==> config.mk <==
export PLATFORM = sky130hd
export DESIGN_NAME = keypad_cursor_accelerator
export DESIGN_NICKNAME = d
export VERILOG_FILES = /design/src/rtl/kca_pkg.sv /design/src/rtl/kca_axis.sv /design/src/rtl/keypad_cursor_accelerator.sv
export SDC_FILE = /design/constraint.sdc
export NUM_CORES = 1
export LEC_CHECK = 0
export ABC_AREA = 1
export BUFFER_PORTS_ARGS = -buffer_cell sky130_fd_sc_hd__buf_2
export CORE_AREA = 5 5 223 181
export CTS_CLUSTER_DIAMETER = 60
export DETAILED_ROUTE_END_ITERATION = 7
export DIE_AREA = 0 0 228 186
export PLACE_DENSITY = 0.79
export SYNTH_ARGS = -nofsm -noshare
export SYNTH_HDL_FRONTEND = slang
export SYNTH_SLANG_ARGS = --single-unit
==> constraint.sdc <==
create_clock -name clk_i -period 21.8 [get_ports clk_i]
set_input_delay 2.18 -clock clk_i [delete_from_list [all_inputs] [get_ports clk_i]]
set_output_delay 2.18 -clock clk_i [all_outputs]
set_load 0.05 [all_outputs]
==> src/rtl/kca_pkg.sv <==
// ----------------------------------------------------------------------------
// kca_pkg
// Shared types and codes for the keypad cursor accelerator.
// ----------------------------------------------------------------------------
package kca_pkg;

  localparam int unsigned COORD_BITS = 12;
  localparam int unsigned SPEED_BITS = 12;
  localparam int unsigned TIME_BITS  = 32;
  localparam int unsigned DELAY_BITS = 10;

  localparam logic signed [SPEED_BITS-1:0] SPEED_MAX  = 12'sd2047;
  localparam logic signed [SPEED_BITS-1:0] SPEED_FAST = 12'sd5;
  localparam logic signed [SPEED_BITS-1:0] SPEED_ONE  = 12'sd1;

  localparam logic [1:0] OP_TICK    = 2'd0;
  localparam logic [1:0] OP_PRESS   = 2'd1;
  localparam logic [1:0] OP_RELEASE = 2'd2;

  localparam logic [3:0] KEY_UP        = 4'd0;
  localparam logic [3:0] KEY_DOWN      = 4'd1;
  localparam logic [3:0] KEY_LEFT      = 4'd2;
  localparam logic [3:0] KEY_RIGHT     = 4'd3;
  localparam logic [3:0] KEY_PRIMARY   = 4'd4;
  localparam logic [3:0] KEY_SECONDARY = 4'd5;
  localparam logic [3:0] KEY_POWER     = 4'd6;
  localparam logic [3:0] KEY_FKEY_A    = 4'd7;
  localparam logic [3:0] KEY_FKEY_B    = 4'd8;

  localparam logic [2:0] EV_MOVE    = 3'd0;
  localparam logic [2:0] EV_LDOWN   = 3'd1;
  localparam logic [2:0] EV_LUP     = 3'd2;
  localparam logic [2:0] EV_RDOWN   = 3'd3;
  localparam logic [2:0] EV_RUP     = 3'd4;
  localparam logic [2:0] EV_QUIT    = 3'd5;
  localparam logic [2:0] EV_KEYDOWN = 3'd6;
  localparam logic [2:0] EV_KEYUP   = 3'd7;

  localparam logic [1:0] PH_IDLE   = 2'd0;
  localparam logic [1:0] PH_ARMED  = 2'd1;
  localparam logic [1:0] PH_TIMING = 2'd2;

  localparam logic [1:0] REG_STEP_DELAY = 2'd0;
  localparam logic [1:0] REG_X_LIMIT    = 2'd1;
  localparam logic [1:0] REG_Y_LIMIT    = 2'd2;

  typedef struct packed {
    logic [SPEED_BITS-1:0] speed;
    logic [1:0]            phase;
    logic [COORD_BITS-1:0] pos;
  } axis_t;

endpackage

==> src/rtl/kca_axis.sv <==
// ----------------------------------------------------------------------------
// kca_axis
// Acceleration, move and edge clamp of one cursor axis on a due tick.
// ----------------------------------------------------------------------------
module kca_axis (
  input  kca_pkg::axis_t                     st_i,
  input  logic [kca_pkg::TIME_BITS-1:0]      start_i,
  input  logic [kca_pkg::TIME_BITS-1:0]      now_i,
  input  logic [kca_pkg::DELAY_BITS-1:0]     delay_i,
  input  logic [kca_pkg::COORD_BITS-1:0]     limit_i,
  output kca_pkg::axis_t                     st_o
);
  import kca_pkg::*;

  logic [DELAY_BITS+3:0]         d12;
  logic [DELAY_BITS+2:0]         d8;
  logic [TIME_BITS-1:0]          t12;
  logic [TIME_BITS-1:0]          t8;
  logic signed [SPEED_BITS-1:0]  spd;
  logic signed [SPEED_BITS-1:0]  acc;
  logic signed [COORD_BITS+1:0]  sum;
  logic signed [COORD_BITS+1:0]  lim;

  assign d12 = {1'b0, delay_i, 3'b000} + {2'b00, delay_i, 2'b00};
  assign d8  = {delay_i, 3'b000};
  assign t12 = start_i + {{(TIME_BITS-DELAY_BITS-4){1'b0}}, d12};
  assign t8  = start_i + {{(TIME_BITS-DELAY_BITS-3){1'b0}}, d8};
  assign spd = $signed(st_i.speed);

  always_comb begin
    acc = spd;
    if (st_i.phase != PH_IDLE) begin
      if (now_i > t12) begin
        if (spd > 0) begin
          acc = (spd < SPEED_MAX) ? spd + SPEED_ONE : SPEED_MAX;
        end else begin
          acc = (spd > -SPEED_MAX) ? spd - SPEED_ONE : -SPEED_MAX;
        end
      end else if (now_i > t8) begin
        acc = (spd > 0) ? SPEED_FAST : -SPEED_FAST;
      end
    end
  end

  assign sum = {{2{acc[SPEED_BITS-1]}}, acc} + $signed({2'b00, st_i.pos});
  assign lim = $signed({2'b00, limit_i});

  always_comb begin
    st_o.speed = acc;
    st_o.phase = st_i.phase;
    st_o.pos   = sum[COORD_BITS-1:0];
    if (sum < 0) begin
      st_o.pos   = '0;
      st_o.speed = -SPEED_ONE;
      st_o.phase = PH_ARMED;
    end else if (sum > lim) begin
      st_o.pos   = limit_i;
      st_o.speed = SPEED_ONE;
      st_o.phase = PH_ARMED;
    end
  end

endmodule

==> src/rtl/keypad_cursor_accelerator.sv <==
// ----------------------------------------------------------------------------
// keypad_cursor_accelerator
// Turns arrow-key presses and millisecond ticks into cursor events with
// hold acceleration, and maps the other keys to button and key events.
// ----------------------------------------------------------------------------
//   channel | signals                                        | direction
//   cfg     | cfg_valid_i cfg_ready_o cfg_index_i cfg_data_i | in
//   in      | in_valid_i in_ready_o opcode_i now_ms_i key_i  | in
//   out     | out_valid_o out_ready_i event_kind_o x_pos_o   | out
//           | y_pos_o key_id_o                               |
//
// An accepted word is held in the input register, and the axis logic loads its
// result into the result register when the word leaves the input register.
// A new word is accepted every cycle while the result register drains.
// The input stalls only while a word with a result waits behind an unaccepted one.
// Reset clears all cursor state and loads the default register values.
// The configuration port is always ready and takes one write per cycle.
// ----------------------------------------------------------------------------
module keypad_cursor_accelerator (
  input  logic                              clk_i,
  input  logic                              rst_ni,
  input  logic                              cfg_valid_i,
  output logic                              cfg_ready_o,
  input  logic [1:0]                        cfg_index_i,
  input  logic [11:0]                       cfg_data_i,
  input  logic                              in_valid_i,
  output logic                              in_ready_o,
  input  logic [1:0]                        opcode_i,
  input  logic [kca_pkg::TIME_BITS-1:0]     now_ms_i,
  input  logic [3:0]                        key_i,
  output logic                              out_valid_o,
  input  logic                              out_ready_i,
  output logic [2:0]                        event_kind_o,
  output logic [kca_pkg::COORD_BITS-1:0]    x_pos_o,
  output logic [kca_pkg::COORD_BITS-1:0]    y_pos_o,
  output logic                              key_id_o
);
  import kca_pkg::*;

  logic [DELAY_BITS-1:0] delay_q;
  logic [COORD_BITS-1:0] x_lim_q, y_lim_q;

  logic                  in_vld_q;
  logic [1:0]            op_q;
  logic [TIME_BITS-1:0]  now_q;
  logic [3:0]            key_q;

  logic [TIME_BITS-1:0]  last_q, last_d;
  logic [TIME_BITS-1:0]  x_start_q, x_start_d, y_start_q, y_start_d;
  axis_t                 x_q, x_d, y_q, y_d;
  axis_t                 x_eff, y_eff, x_new, y_new;

  logic                  out_vld_q;
  logic [2:0]            kind_q, kind_d;
  logic [COORD_BITS-1:0] xo_q, xo_d, yo_q, yo_d;
  logic                  id_q, id_d;

  logic                  has_res;
  logic                  adv;
  logic                  press;
  logic                  due;
  logic [TIME_BITS-1:0]  due_at;

  assign press  = (op_q == OP_PRESS);
  assign due_at = last_q + {{(TIME_BITS-DELAY_BITS){1'b0}}, delay_q};
  assign due    = !(now_q < due_at);

  always_comb begin
    x_eff = x_q;
    y_eff = y_q;
    if (x_q.phase == PH_ARMED) begin
      x_eff.phase = PH_TIMING;
    end
    if (y_q.phase == PH_ARMED) begin
      y_eff.phase = PH_TIMING;
    end
  end

  assign x_start_d = (op_q == OP_TICK && due && x_q.phase == PH_ARMED) ? now_q : x_start_q;
  assign y_start_d = (op_q == OP_TICK && due && y_q.phase == PH_ARMED) ? now_q : y_start_q;

  kca_axis u_x_axis (
    .st_i    (x_eff),
    .start_i (x_start_d),
    .now_i   (now_q),
    .delay_i (delay_q),
    .limit_i (x_lim_q),
    .st_o    (x_new)
  );

  kca_axis u_y_axis (
    .st_i    (y_eff),
    .start_i (y_start_d),
    .now_i   (now_q),
    .delay_i (delay_q),
    .limit_i (y_lim_q),
    .st_o    (y_new)
  );

  always_comb begin
    has_res = 1'b0;
    last_d  = last_q;
    x_d     = x_q;
    y_d     = y_q;
    kind_d  = EV_MOVE;
    xo_d    = x_q.pos;
    yo_d    = y_q.pos;
    id_d    = 1'b0;
    if (op_q == OP_TICK) begin
      if (due) begin
        last_d = now_q;
        if (x_q.speed == '0 && y_q.speed == '0) begin
          x_d = x_eff;
          y_d = y_eff;
        end else begin
          x_d     = x_new;
          y_d     = y_new;
          xo_d    = x_new.pos;
          yo_d    = y_new.pos;
          has_res = 1'b1;
        end
      end
    end else if (op_q == OP_PRESS || op_q == OP_RELEASE) begin
      unique case (key_q) inside
        KEY_UP, KEY_DOWN, KEY_LEFT, KEY_RIGHT: begin
          has_res = 1'b1;
          if (press) begin
            if (key_q == KEY_UP || key_q == KEY_DOWN) begin
              y_d.speed = (key_q == KEY_UP) ? -SPEED_ONE : SPEED_ONE;
              y_d.phase = PH_ARMED;
            end else begin
              x_d.speed = (key_q == KEY_LEFT) ? -SPEED_ONE : SPEED_ONE;
              x_d.phase = PH_ARMED;
            end
          end else begin
            x_d.speed = '0;
            y_d.speed = '0;
            x_d.phase = PH_IDLE;
            y_d.phase = PH_IDLE;
          end
        end
        KEY_PRIMARY: begin
          has_res = 1'b1;
          kind_d  = press ? EV_LDOWN : EV_LUP;
        end
        KEY_SECONDARY: begin
          has_res = 1'b1;
          kind_d  = press ? EV_RDOWN : EV_RUP;
        end
        KEY_POWER: begin
          has_res = 1'b1;
          kind_d  = EV_QUIT;
          xo_d    = '0;
          yo_d    = '0;
        end
        KEY_FKEY_A, KEY_FKEY_B: begin
          has_res = 1'b1;
          kind_d  = press ? EV_KEYDOWN : EV_KEYUP;
          xo_d    = '0;
          yo_d    = '0;
          id_d    = (key_q == KEY_FKEY_B);
        end
        default: begin
          has_res = 1'b0;
        end
      endcase
    end
  end

  assign adv        = in_vld_q && (!has_res || !out_vld_q || out_ready_i);
  assign in_ready_o = !in_vld_q || adv;
  assign cfg_ready_o = 1'b1;

  always_ff @(posedge clk_i or negedge rst_ni) begin
    if (!rst_ni) begin
      delay_q <= DELAY_BITS'(25);
      x_lim_q <= COORD_BITS'(319);
      y_lim_q <= COORD_BITS'(199);
    end else if (cfg_valid_i) begin
      unique case (cfg_index_i)
        REG_STEP_DELAY: delay_q <= cfg_data_i[DELAY_BITS-1:0];
        REG_X_LIMIT:    x_lim_q <= cfg_data_i[COORD_BITS-1:0];
        REG_Y_LIMIT:    y_lim_q <= cfg_data_i[COORD_BITS-1:0];
        default: begin
        end
      endcase
    end
  end

  always_ff @(posedge clk_i or negedge rst_ni) begin
    if (!rst_ni) begin
      in_vld_q <= 1'b0;
    end else if (in_ready_o) begin
      in_vld_q <= in_valid_i;
    end
  end

  always_ff @(posedge clk_i) begin
    if (in_ready_o && in_valid_i) begin
      op_q  <= opcode_i;
      now_q <= now_ms_i;
      key_q <= key_i;
    end
  end

  always_ff @(posedge clk_i or negedge rst_ni) begin
    if (!rst_ni) begin
      last_q    <= '0;
      x_start_q <= '0;
      y_start_q <= '0;
      x_q       <= '0;
      y_q       <= '0;
    end else if (adv) begin
      last_q    <= last_d;
      x_start_q <= x_start_d;
      y_start_q <= y_start_d;
      x_q       <= x_d;
      y_q       <= y_d;
    end
  end

  always_ff @(posedge clk_i or negedge rst_ni) begin
    if (!rst_ni) begin
      out_vld_q <= 1'b0;
    end else if (adv && has_res) begin
      out_vld_q <= 1'b1;
    end else if (out_ready_i) begin
      out_vld_q <= 1'b0;
    end
  end

  always_ff @(posedge clk_i) begin
    if (adv && has_res) begin
      kind_q <= kind_d;
      xo_q   <= xo_d;
      yo_q   <= yo_d;
      id_q   <= id_d;
    end
  end

  assign out_valid_o  = out_vld_q;
  assign event_kind_o = kind_q;
  assign x_pos_o      = xo_q;
  assign y_pos_o      = yo_q;
  assign key_id_o     = id_q;

`ifndef SYNTHESIS
  a_x_speed_range: assert property (@(posedge clk_i) disable iff (!rst_ni)
    x_q.speed != {1'b1, {(SPEED_BITS-1){1'b0}}})
    else $error("x speed beyond limit");

  a_y_speed_range: assert property (@(posedge clk_i) disable iff (!rst_ni)
    y_q.speed != {1'b1, {(SPEED_BITS-1){1'b0}}})
    else $error("y speed beyond limit");

  a_x_still_idle: assert property (@(posedge clk_i) disable iff (!rst_ni)
    (x_q.speed == '0) |-> (x_q.phase == PH_IDLE))
    else $error("x axis stopped but hold timer running");

  a_y_still_idle: assert property (@(posedge clk_i) disable iff (!rst_ni)
    (y_q.speed == '0) |-> (y_q.phase == PH_IDLE))
    else $error("y axis stopped but hold timer running");

  a_stall_cause: assert property (@(posedge clk_i) disable iff (!rst_ni)
    !in_ready_o |-> (in_vld_q && out_vld_q))
    else $error("input stalled without a pending result");

  a_result_source: assert property (@(posedge clk_i) disable iff (!rst_ni)
    $rose(out_vld_q) |-> $past(in_vld_q))
    else $error("result appeared without a word in the input register");
`endif

endmodule

== Word-level counts from Yosys, hierarchy flattened ==
Index checks and enable logic that the tools add are counted.
Cells by class
  add/subtract/negate cells: 12
  $mul: 0
  div/mod/pow operators: 0
  $lt $le $gt $ge: 15
  eq/ne operators: 18
  shift-type cells: 0
  multiplexer cells: 59
  bitwise logic cells: 4
  reduce and logical (&&, ||, !) cells: 41
Operators with widths (number)
  $mux 12: 26
  $mux 26: 8
  $mux 14: 10
  $gt 32x32->1: 4
  $add 32x13->32: 2
  $add 32x14->32: 2
  $mux 32: 2
  $add 32x10->32: 1
  $lt 32x32->1: 1
  $add 12x13->14: 2
  $gt 14x13->1: 2
  $lt 14x1->1 const B: 2
  $add 12x2->12 const B: 2
  $gt 12x1->1 const B: 2
  $gt 12x12->1 const B: 2
  $logic_not 12->1: 2
  $lt 12x12->1 const B: 2
  $sub 12x2->12 const B: 2
  $eq 4x3->1 const B: 4
  $add 13x12->14: 1
  $pmux 3 s4: 1
  $reduce_and 6->1: 2
  $reduce_and 5->1: 2
  $reduce_bool 2->1: 5
  24 further kinds: 60
Storage, ports and cells
  bits in registers: 250
  bits in latches: 0
  bits in writable memories: 0
  ROM bits: 0
  input port bits: 57
  output and inout port bits: 31
  word-level logic and storage cells: 170
  memories: 0

== Depth between registers and ports, before layout ==
Gate-level depths: netlist of run 1.
  word-level depth: 18
  gate-level depth with buffers: 88
  gate-level depth less buffers: 85

== By module ==
A second synthesis of run 1 with hierarchy kept.
Unflattened totals
  cells, all modules: 3259
  area total of the unflattened synthesis: 23523.8 um^2
By module, submodules not included
  keypad_cursor_accelerator: instances 1, cells an instance 1500, area each 12557.0 um^2, seq. area each 6605.1 um^2
  kca_axis (u_x_axis): instances 1, cells an instance 899, area each 5556.6 um^2, seq. area each 0.0 um^2
  kca_axis (u_y_axis): instances 1, cells an instance 860, area each 5410.2 um^2, seq. area each 0.0 um^2

== Least setup slack after synthesis of run 1 ==
OpenSTA, ideal clock, no wires.
  kind: reg2reg
  start point: register delay_q[0]
  end point: register yo_q[10] (netlist: y_pos_o[10]) (data pin)
  setup time: 0.252 ns
  data arrival time: 11.332 ns
  data required time: 21.548 ns
  slack: 10.216 ns
  cell stages (with the launch flop): 82
  period minus slack after synthesis: 11.584 ns
  cells stage by stage: dfstp_2 -> ha_1 -> inv_1 -> fa_1 -> nor2_1 -> a211oi_1 -> o21ai_0 -> a21o_1 -> a21oi_1 -> o21ai_0 -> nand3_1 -> inv_1 -> nand2_1 -> nor3_1 -> nand2_1 -> xor2_1 -> ha_1 -> a21oi_1 -> (+46 left out) -> o21ai_0 -> a31oi_1 -> o21bai_1 -> xor2_1 -> ha_1 -> nand2_1 -> nor2_1 -> a211oi_1 -> o211ai_1 -> inv_2 -> nand2_2 -> nand3_4 -> buf_6 -> nand2_2 -> nand3_2 -> nand2_1 -> nand2_1 -> nand2_1
Between the ends
  longest elaborated chain between the ends: 18
  elaborated cells between the ends (all ways): 22
  classes of those cells: 5 x add/sub; 5 x order compare; 9 x mux; 3 x reduce/logical
RTL lines
  start, declared: line keypad_cursor_accelerator.sv:40  | logic [DELAY_BITS-1:0] delay_q;
  start signal, assigned: line keypad_cursor_accelerator.sv:181  | REG_STEP_DELAY: delay_q <= cfg_data_i[DELAY_BITS-1:0];
  $add 32x10->32 *: line keypad_cursor_accelerator.sv:65  | assign due_at = last_q + {{(TIME_BITS-DELAY_BITS){1'b0}}, delay_q};
  $lt 32x32->1 *: line keypad_cursor_accelerator.sv:66  | assign due = !(now_q < due_at);
  $logic_not 1->1 *: line keypad_cursor_accelerator.sv:66
  $logic_and 1x1->1 * (2 in series): line keypad_cursor_accelerator.sv:80  | assign y_start_d = (op_q == OP_TICK && due && y_q.phase == PH_ARMED) ? now_q : y_start_q;
  $mux 32 *: line keypad_cursor_accelerator.sv:80
  named net u_y_axis.start_i (one bit): line kca_axis.sv:7  | input logic [kca_pkg::TIME_BITS-1:0] start_i,
  $add 32x13->32: line kca_axis.sv:27  | assign t8 = start_i + {{(TIME_BITS-DELAY_BITS-3){1'b0}}, d8};
  $gt 32x32->1: line kca_axis.sv:39  | end else if (now_i > t8) begin
  (+3 left out)
  $add 12x13->14 *: line kca_axis.sv:45  | assign sum = {{2{acc[SPEED_BITS-1]}}, acc} + $signed({2'b00, st_i.pos});
  $gt 14x13->1: line kca_axis.sv:56  | end else if (sum > lim) begin
  $mux 26: line kca_axis.sv:56
  $mux 26 *: line kca_axis.sv:52  | if (sum < 0) begin
  $mux 12 *: line keypad_cursor_accelerator.sv:112  | if (x_q.speed == '0 && y_q.speed == '0) begin
  $mux 12 *: line keypad_cursor_accelerator.sv:110  | if (due) begin
  $mux 12 *: line keypad_cursor_accelerator.sv:109  | if (op_q == OP_TICK) begin
  named net yo_d[10]: line keypad_cursor_accelerator.sv:55  | logic [COORD_BITS-1:0] xo_q, xo_d, yo_q, yo_d;
  end signal, assigned: line keypad_cursor_accelerator.sv:236  | yo_q <= yo_d;
  end, declared: line keypad_cursor_accelerator.sv:55
Mark *: on every way through the listed nets, which the timed path passes. The rest lies on a longest branch.
A chain may end at the register's enable or synchronous reset.

== Worst setup path in the final report of run 1 ==
  start point: register delay_q[0]
  end point: register yo_q[11] (netlist: y_pos_o[11]) (data pin)
Same word-level chain as after synthesis.

==> results of run 1 <==
layout by cell type (no fill, tap or decap), drive strengths merged, types with 9 or more instances in the layout:
cell type  count
nand2        957
o21ai        288
a31oi         18
o21bai        14
inv          380
xnor2         29
a22oi          9
clkbuf        49
buf           95
a21oi        165
xor2         128
nor3          37
ha           282
nor2         273
o21a          11
edfxtp        66
dfrtp        169
nand3        142
a21o          11
a21boi        24
o211ai        13
clkinv        13
dfstp         15
nand4         63
path summary, 6_finish.rpt:
kind	from	end	slack (ns)	depth (start not counted)
max	delay_q[0]$_DFFE_PN1P_	y_pos_o[11]$_DFFE_PP_	6.25	71
min	x_start_q[7]$_DFFE_PN0P_	x_start_q[7]$_DFFE_PN0P_	0.48	2
max reg2reg	delay_q[0]$_DFFE_PN1P_	y_pos_o[11]$_DFFE_PP_	6.25	71
min reg2reg	x_start_q[7]$_DFFE_PN0P_	x_start_q[7]$_DFFE_PN0P_	0.48	2
max in group asynchronous	rst_ni	x_eff[16]$_DFFE_PN0P_	18.42	2
min in group asynchronous	rst_ni	y_start_q[9]$_DFFE_PN0P_	1.77	1
through the flow:
stage	cells	total power, mW	setup WS, ns
detailed placement	3743	3.79	6.66
global route	3805	4.92	4.79
CTS	3805	4.40	6.59
floorplan	3246	3.11	10.22
finish	3808	4.46	6.25
global placement	3743	3.70	6.98
power breakdown:
group / total (mW) / switching [mW] / internal [mW]
clock: 0.584 / 0.226 / 0.358
combinational: 3.05 / 1.99 / 1.07
sequential: 0.819 / 0.179 / 0.640
flip-flops by register name, indices dropped and copies added, names as in the netlist, 3 cells and up:
register	flops
last_q	32
y_start_q	32
delay_q	10
y_eff	24
x_pos_o	12
key_q	4
x_lim_q	12
x_eff	24
event_kind_o	3
y_lim_q	12
now_q	32
x_start_q	32
y_pos_o	12
layout make-up:
cell class	instances	area, µm²
inverter	383	1440
tap	495	619
clock inverter	14	168
clock buffer	48	997
timing repair buffer	96	514
fill	3417	12900
multi-input combinational	2519	14700
sequential	250	6610
antenna	3	7.51
kinds of logic (layout without fill, tap and decap cells):
family | count (synthesis) | in the layout
xor gates and xnor gates | 157 | 157
and+or+nand+nor | 1486 | 1486
AOI/OAI and AO/OA | 585 | 585
adders and majority gates | 290 | 290
other | 1 | 4
DFF | 250 | 250
buffers and inverters | 477 | 541
routing by layer:
metal / part of all wire / vias to the layer above / wire, µm / GRT usage
met5: 0 / - / 0 / 0
met4: 0.036 / 0 / 2530 / 0.119
met3: 0.096 / 151 / 6760 / 0.0601
met2: 0.42 / 954 / 29200 / 0.487
met1: 0.45 / 10400 / 31600 / 0.475
li1: - / 10800 / - / -
worst max-delay path: cells and delay by family, from the launching register on:
family                     cells  cell delay, ns
AOI/OAI and AO/OA             22            5.20
DFF                            1            0.62
xor gates and xnor gates       2            0.29
buffers and inverters          4            0.97
and+or+nand+nor               36            5.86
adders and majority gates      7            2.29
==> results.md, run 1 <==
* Average size of a mapped cell at between 7 and 8 µm²
* Vias per inst at just under 6
* CTS max path bufs at 3
* Top Ports at just under 90
* Synth Area in Compound Gates at 0.142
* PwrDens at approximately 180 nW/µm²
* Adder-Cell Fraction of Synth Area at 0.159
* CP most frequent cell: nand2_1
* Register area share after synthesis at 0.285
* Pin count of the biggest net entering global routing at 112
* Mux contribution to synthesized area at 0
* Clk Latency, worst-skew pair at between 0.5 and 0.6 ns
* Cell row count at 64
* Layout cells sized above 1 at 0.0767
* Die Area at 42400 µm²
* Async SR Flop Fraction at 0.736
* Synth warnings at 0
* Synth Flop Type: dfrtp_1
* Synth Area in XOR/XNOR at 0.0593
* Post CTS Setup Buffer Count at 0
* Final hold vios at 0
* Largest family of logic cells by synthesized area: simple AND/OR/NAND/NOR gates
* Max IR drop VDD at ~0.15 mV
* WP data required at between 20 and 25 ns
* Tmin final at 15.55 ns
* Die Width at approximately 230 µm
* Root Driver: clkbuf_16
* Total CTS buffers at 34
* Max-cap violations at 0
* DRC Markers at 0
* Commonest cells post-synth: nand2_1, inv_1, ha_1
* Worst path slowest cell: dfstp_2
* Post-route ant nets at 0
* Headroom to the max-slew limit at 0.199
* Cell area after placement at approximately 24000 µm²
* Worst hold slack at 0.481 ns
* Post-cts resize count at 0
* Drt pass-1 iters at 6
* Startpoint Class: register
* Final Cell Area at about 25000 µm²
* Cell count after synthesis at 3246
* Status: finished, final reports clean
* Actual slew at the worst max-slew pin at 1.20 ns
* CTS sink count at 250
* Syn_nets at around 3600
* Count of pins over their slew limit at 0
* Die Height at around 190 µm
* Via count at roughly 22000
* Final #Nets at between 3000 and 4000
* Synth area leaders: dfrtp_1, ha_1, nand2_1
* Fin util at 0.660
* Routed WL at 70100 µm
* Routability cong. at between 1 and 1.5
* Starting DRT DRC Count at 2321
* CP Max Fanout at around 70
* First-pass GRT wire length at between 100000 and 150000 µm
* Hold-fix buffers at CTS at 0
* Post-synth EDFFs at 66
* Crit end category: register
* Post-synth top area cell: dfrtp_1
* Initial antenna violation count at 1
* H-tree Lvls at 2
* Synth Area in Simple Gates at 0.272
* FMAX at roughly 64 MHz
* Post-synthesis cell type count at 61
* Routed WL per cell at between 15 and 20 µm
* GRT Util Overall at 0.326
* Setup TNS at 0 ns
* TritonCTS clock tree: yes
* Clk slew on worst S/H paths at 0.06 ns
* Port Buffers at 86
* Seq cells post-synth at 250
* Gr ovfl total at 0
* Dpl hpwl at ~54000 µm
* Clock Skews at around 0.023 ns
* Final setup fails at 0
* Post-Syn Area at 23200 µm²
* Leak at 12.5 nW
* Most common cell in the netlist: nand2_1
* Yosys top cell area share at 0.183
* Worst Path Arrival at 15.84 ns
* Fin crit share at 0.713
* Area Overhead vs Synth at 7.94%
* Critical Path Max Stage Delay at 0.62 ns
* Tightest Hold Check Type: register to register
* Unrepaired setup endpoints after global routing: no
* Setup Crit Path Kind: register to register
* Starting Density at 0.612
* Core area at ~38000 µm²
* Number of global-route vias before repair at 21200
Note: power is estimated with default switching activity, not from simulation.
==> run 2: changes to the inputs <==
--- a/config.mk
+++ b/config.mk
@@ -7,11 +7,11 @@
 export LEC_CHECK = 0
 export ABC_AREA = 1
 export BUFFER_PORTS_ARGS = -buffer_cell sky130_fd_sc_hd__buf_2
-export CORE_AREA = 5 5 223 181
+export CORE_AREA = 5 5 230 187
 export CTS_CLUSTER_DIAMETER = 60
 export DETAILED_ROUTE_END_ITERATION = 7
-export DIE_AREA = 0 0 228 186
-export PLACE_DENSITY = 0.79
+export DIE_AREA = 0 0 235 192
+export PLACE_DENSITY = 0.78
 export SYNTH_ARGS = -nofsm -noshare
 export SYNTH_HDL_FRONTEND = slang
 export SYNTH_SLANG_ARGS = --single-unit
==> constraint.sdc (replaced) <==
create_clock -name clk_i -period 13.5 [get_ports clk_i]
set_input_delay 1.35 -clock clk_i [delete_from_list [all_inputs] [get_ports clk_i]]
set_output_delay 1.35 -clock clk_i [all_outputs]
set_load 0.05 [all_outputs]
==> results.md, run 2 (synthesis gave the netlist of run 1 again) <==
* Setup Crit Path Kind: register to register
* Post-route ant nets at 0
* Most common cell after layout, fill and taps aside: nand2_1
* Clk Latency, worst-skew pair at 0.56 ns
* Leak at between 10 and 15 nW
* Headroom to the max-slew limit at 0.184
* CTS sink count at between 200 and 300
* Routed WL at roughly 73000 µm
* Clk slew on worst S/H paths at roughly 0.06 ns
* Hold-fix buffers at CTS at 0
* # diodes at 0
* Worst hold slack at about 0.48 ns
* Total CTS buffers at 35
* Die Width at about 240 µm
* Area Overhead vs Synth at 12.3%
* CP most frequent cell: nand2_1
* WP data required at ~14 ns
* Startpoint Class: register
* R2r startpoint: delay_q[0]$_DFFE_PN1P_
* Routability cong. at 1.02
* PwrDens at just under 300 nW/µm²
* Commonest cells after routing, fill and taps aside: nand2_1, inv_1, ha_1
* Clock Skews at about 0.022 ns
* Cell row count at between 60 and 70
* Gr ovfl total at 0
* Drt pass-1 iters at 6
* Final setup fails at 0
* Top Ports at about 90
* Core area at a little over 40000 µm²
* FMAX at a little under 80 MHz
* Die Area at roughly 45000 µm²
* Final hold vios at 0
* Vias per inst at 5.74
* Starting Density at 0.574
* GRT Util Overall at 0.314
* First-pass GRT wire length at between 100000 and 150000 µm
* Actual slew at the worst max-slew pin at about 1.2 ns
* Status: finished, final reports clean
* Number of global-route vias before repair at 21400
* Port Buffers at 86
* Root Driver: clkbuf_16
* Fin crit share at 0.937
* Max-cap violations at 0
* H-tree Lvls at 2
* Via count at 22700
* Layout cells sized above 1 at 0.113
* Dpl hpwl at between 50000 and 60000 µm
* Tightest Hold Check Type: register to register
* Worst hold start: y_start_q[9]$_DFFE_PN0P_
* Routed WL per cell at 18.4 µm
* Crit end category: register
* CTS max path bufs at 3
* TritonCTS clock tree: yes
* DRC Markers at 0
* Starting DRT DRC Count at around 2000
* Pin count of the biggest net entering global routing at 91
* Final #Nets at roughly 3700
* Tmin final at ~13 ns
* Setup TNS at 0 ns
* Critical Path Max Stage Delay at between 0.5 and 0.6 ns
* Max IR drop VDD at about 0.26 mV
* Count of pins over their slew limit at 0
* Worst Path Arrival at between 10 and 15 ns
* Worst path slowest cell: dfstp_2
* Die Height at approximately 190 µm
* Initial antenna violation count at 0
* CP Max Fanout at 10
* Worst Setup SP: delay_q[0]$_DFFE_PN1P_
[run 2: cell count changes in the layout (fill, tap and decap cells not counted), moves of 4 or more]
cell     previous run  this run
a21oi_1           164       159
a21oi_2             1         6
buf_4              10        97
inv_6               1         5
nand2_1           934       930
nand3_4             2         6
nor2_1            252       245
nor2_4              4         9
o21ai_0           226       210
o21ai_1            56        69
[run 2: where the power goes]
part | leakage, nW | switching (mW) | total (mW) | internal [mW]
combinational | 9.52 | 3.39 | 5.45 | 2.06
sequential | 2.95 | 0.283 | 1.32 | 1.03
clock | 0.553 | 0.388 | 0.960 | 0.572
total | 13.0 | 4.06 | 7.72 | 3.66
[run 2: final timing paths]
path	endpoint	slack (ns)	depth (start not counted)
setup / recovery	y_pos_o[4]$_DFFE_PP_	0.85	81
setup reg to reg	y_pos_o[4]$_DFFE_PP_	0.85	81
hold reg to reg	y_start_q[9]$_DFFE_PN0P_	0.48	2
hold / removal	y_start_q[9]$_DFFE_PN0P_	0.48	2
max in group asynchronous	x_eff[7]$_DFFE_PN0P_	10.46	3
min in group asynchronous	last_q[9]$_DFFE_PN0P_	0.73	1
[run 2: layout make-up]
class	count	area (µm²)
inverters	383	1440
flip-flops and latches	250	6610
clock inverters	16	211
repair buffers	186	1210
clock buffers	46	937
well taps	544	681
multi-input cells	2522	14900
fillers	3560	14400
[run 2: layer usage]
metal	global-route usage	routed length (µm)
met1	0.465	33700
met2	0.475	30400
met3	0.0589	6650
met4	0.0811	1930
met5	0	0
[run 2: stage by stage]
stage               std cells   util  worst slack (ns)  power [mW]  cell area, µm²
floorplan                3246      -              1.92        5.03           23200
global placement         3868  0.606             0.257        6.26           24500
detailed placement       3868  0.606            -0.340        6.43           24500
CTS                      3930  0.635            0.0779        7.44           25600
global route             3947  0.645           -0.0975        8.48           26000
finish                   3947  0.645             0.848        7.72           26000
[run 2: critical path, delay by kind of cell, from the launching register on]
kind                       cells  cell delay (ns)
AOI/OAI and AO/OA             16             2.42
and+or+nand+nor               42             5.35
buffers and inverters         15             2.02
xor gates and xnor gates       2             0.34
adders and majority gates      6             1.67
DFF                            1             0.55
[run 2: timing repair]
action                                  in CTS  in global routing
hold endpoints to repair                     0                  0
endpoints found under the setup margin      57                 76
gates cloned                                 0                  3
buffers inserted                             0                 14
pin swaps                                    0                 16
resized for setup                            5                 66
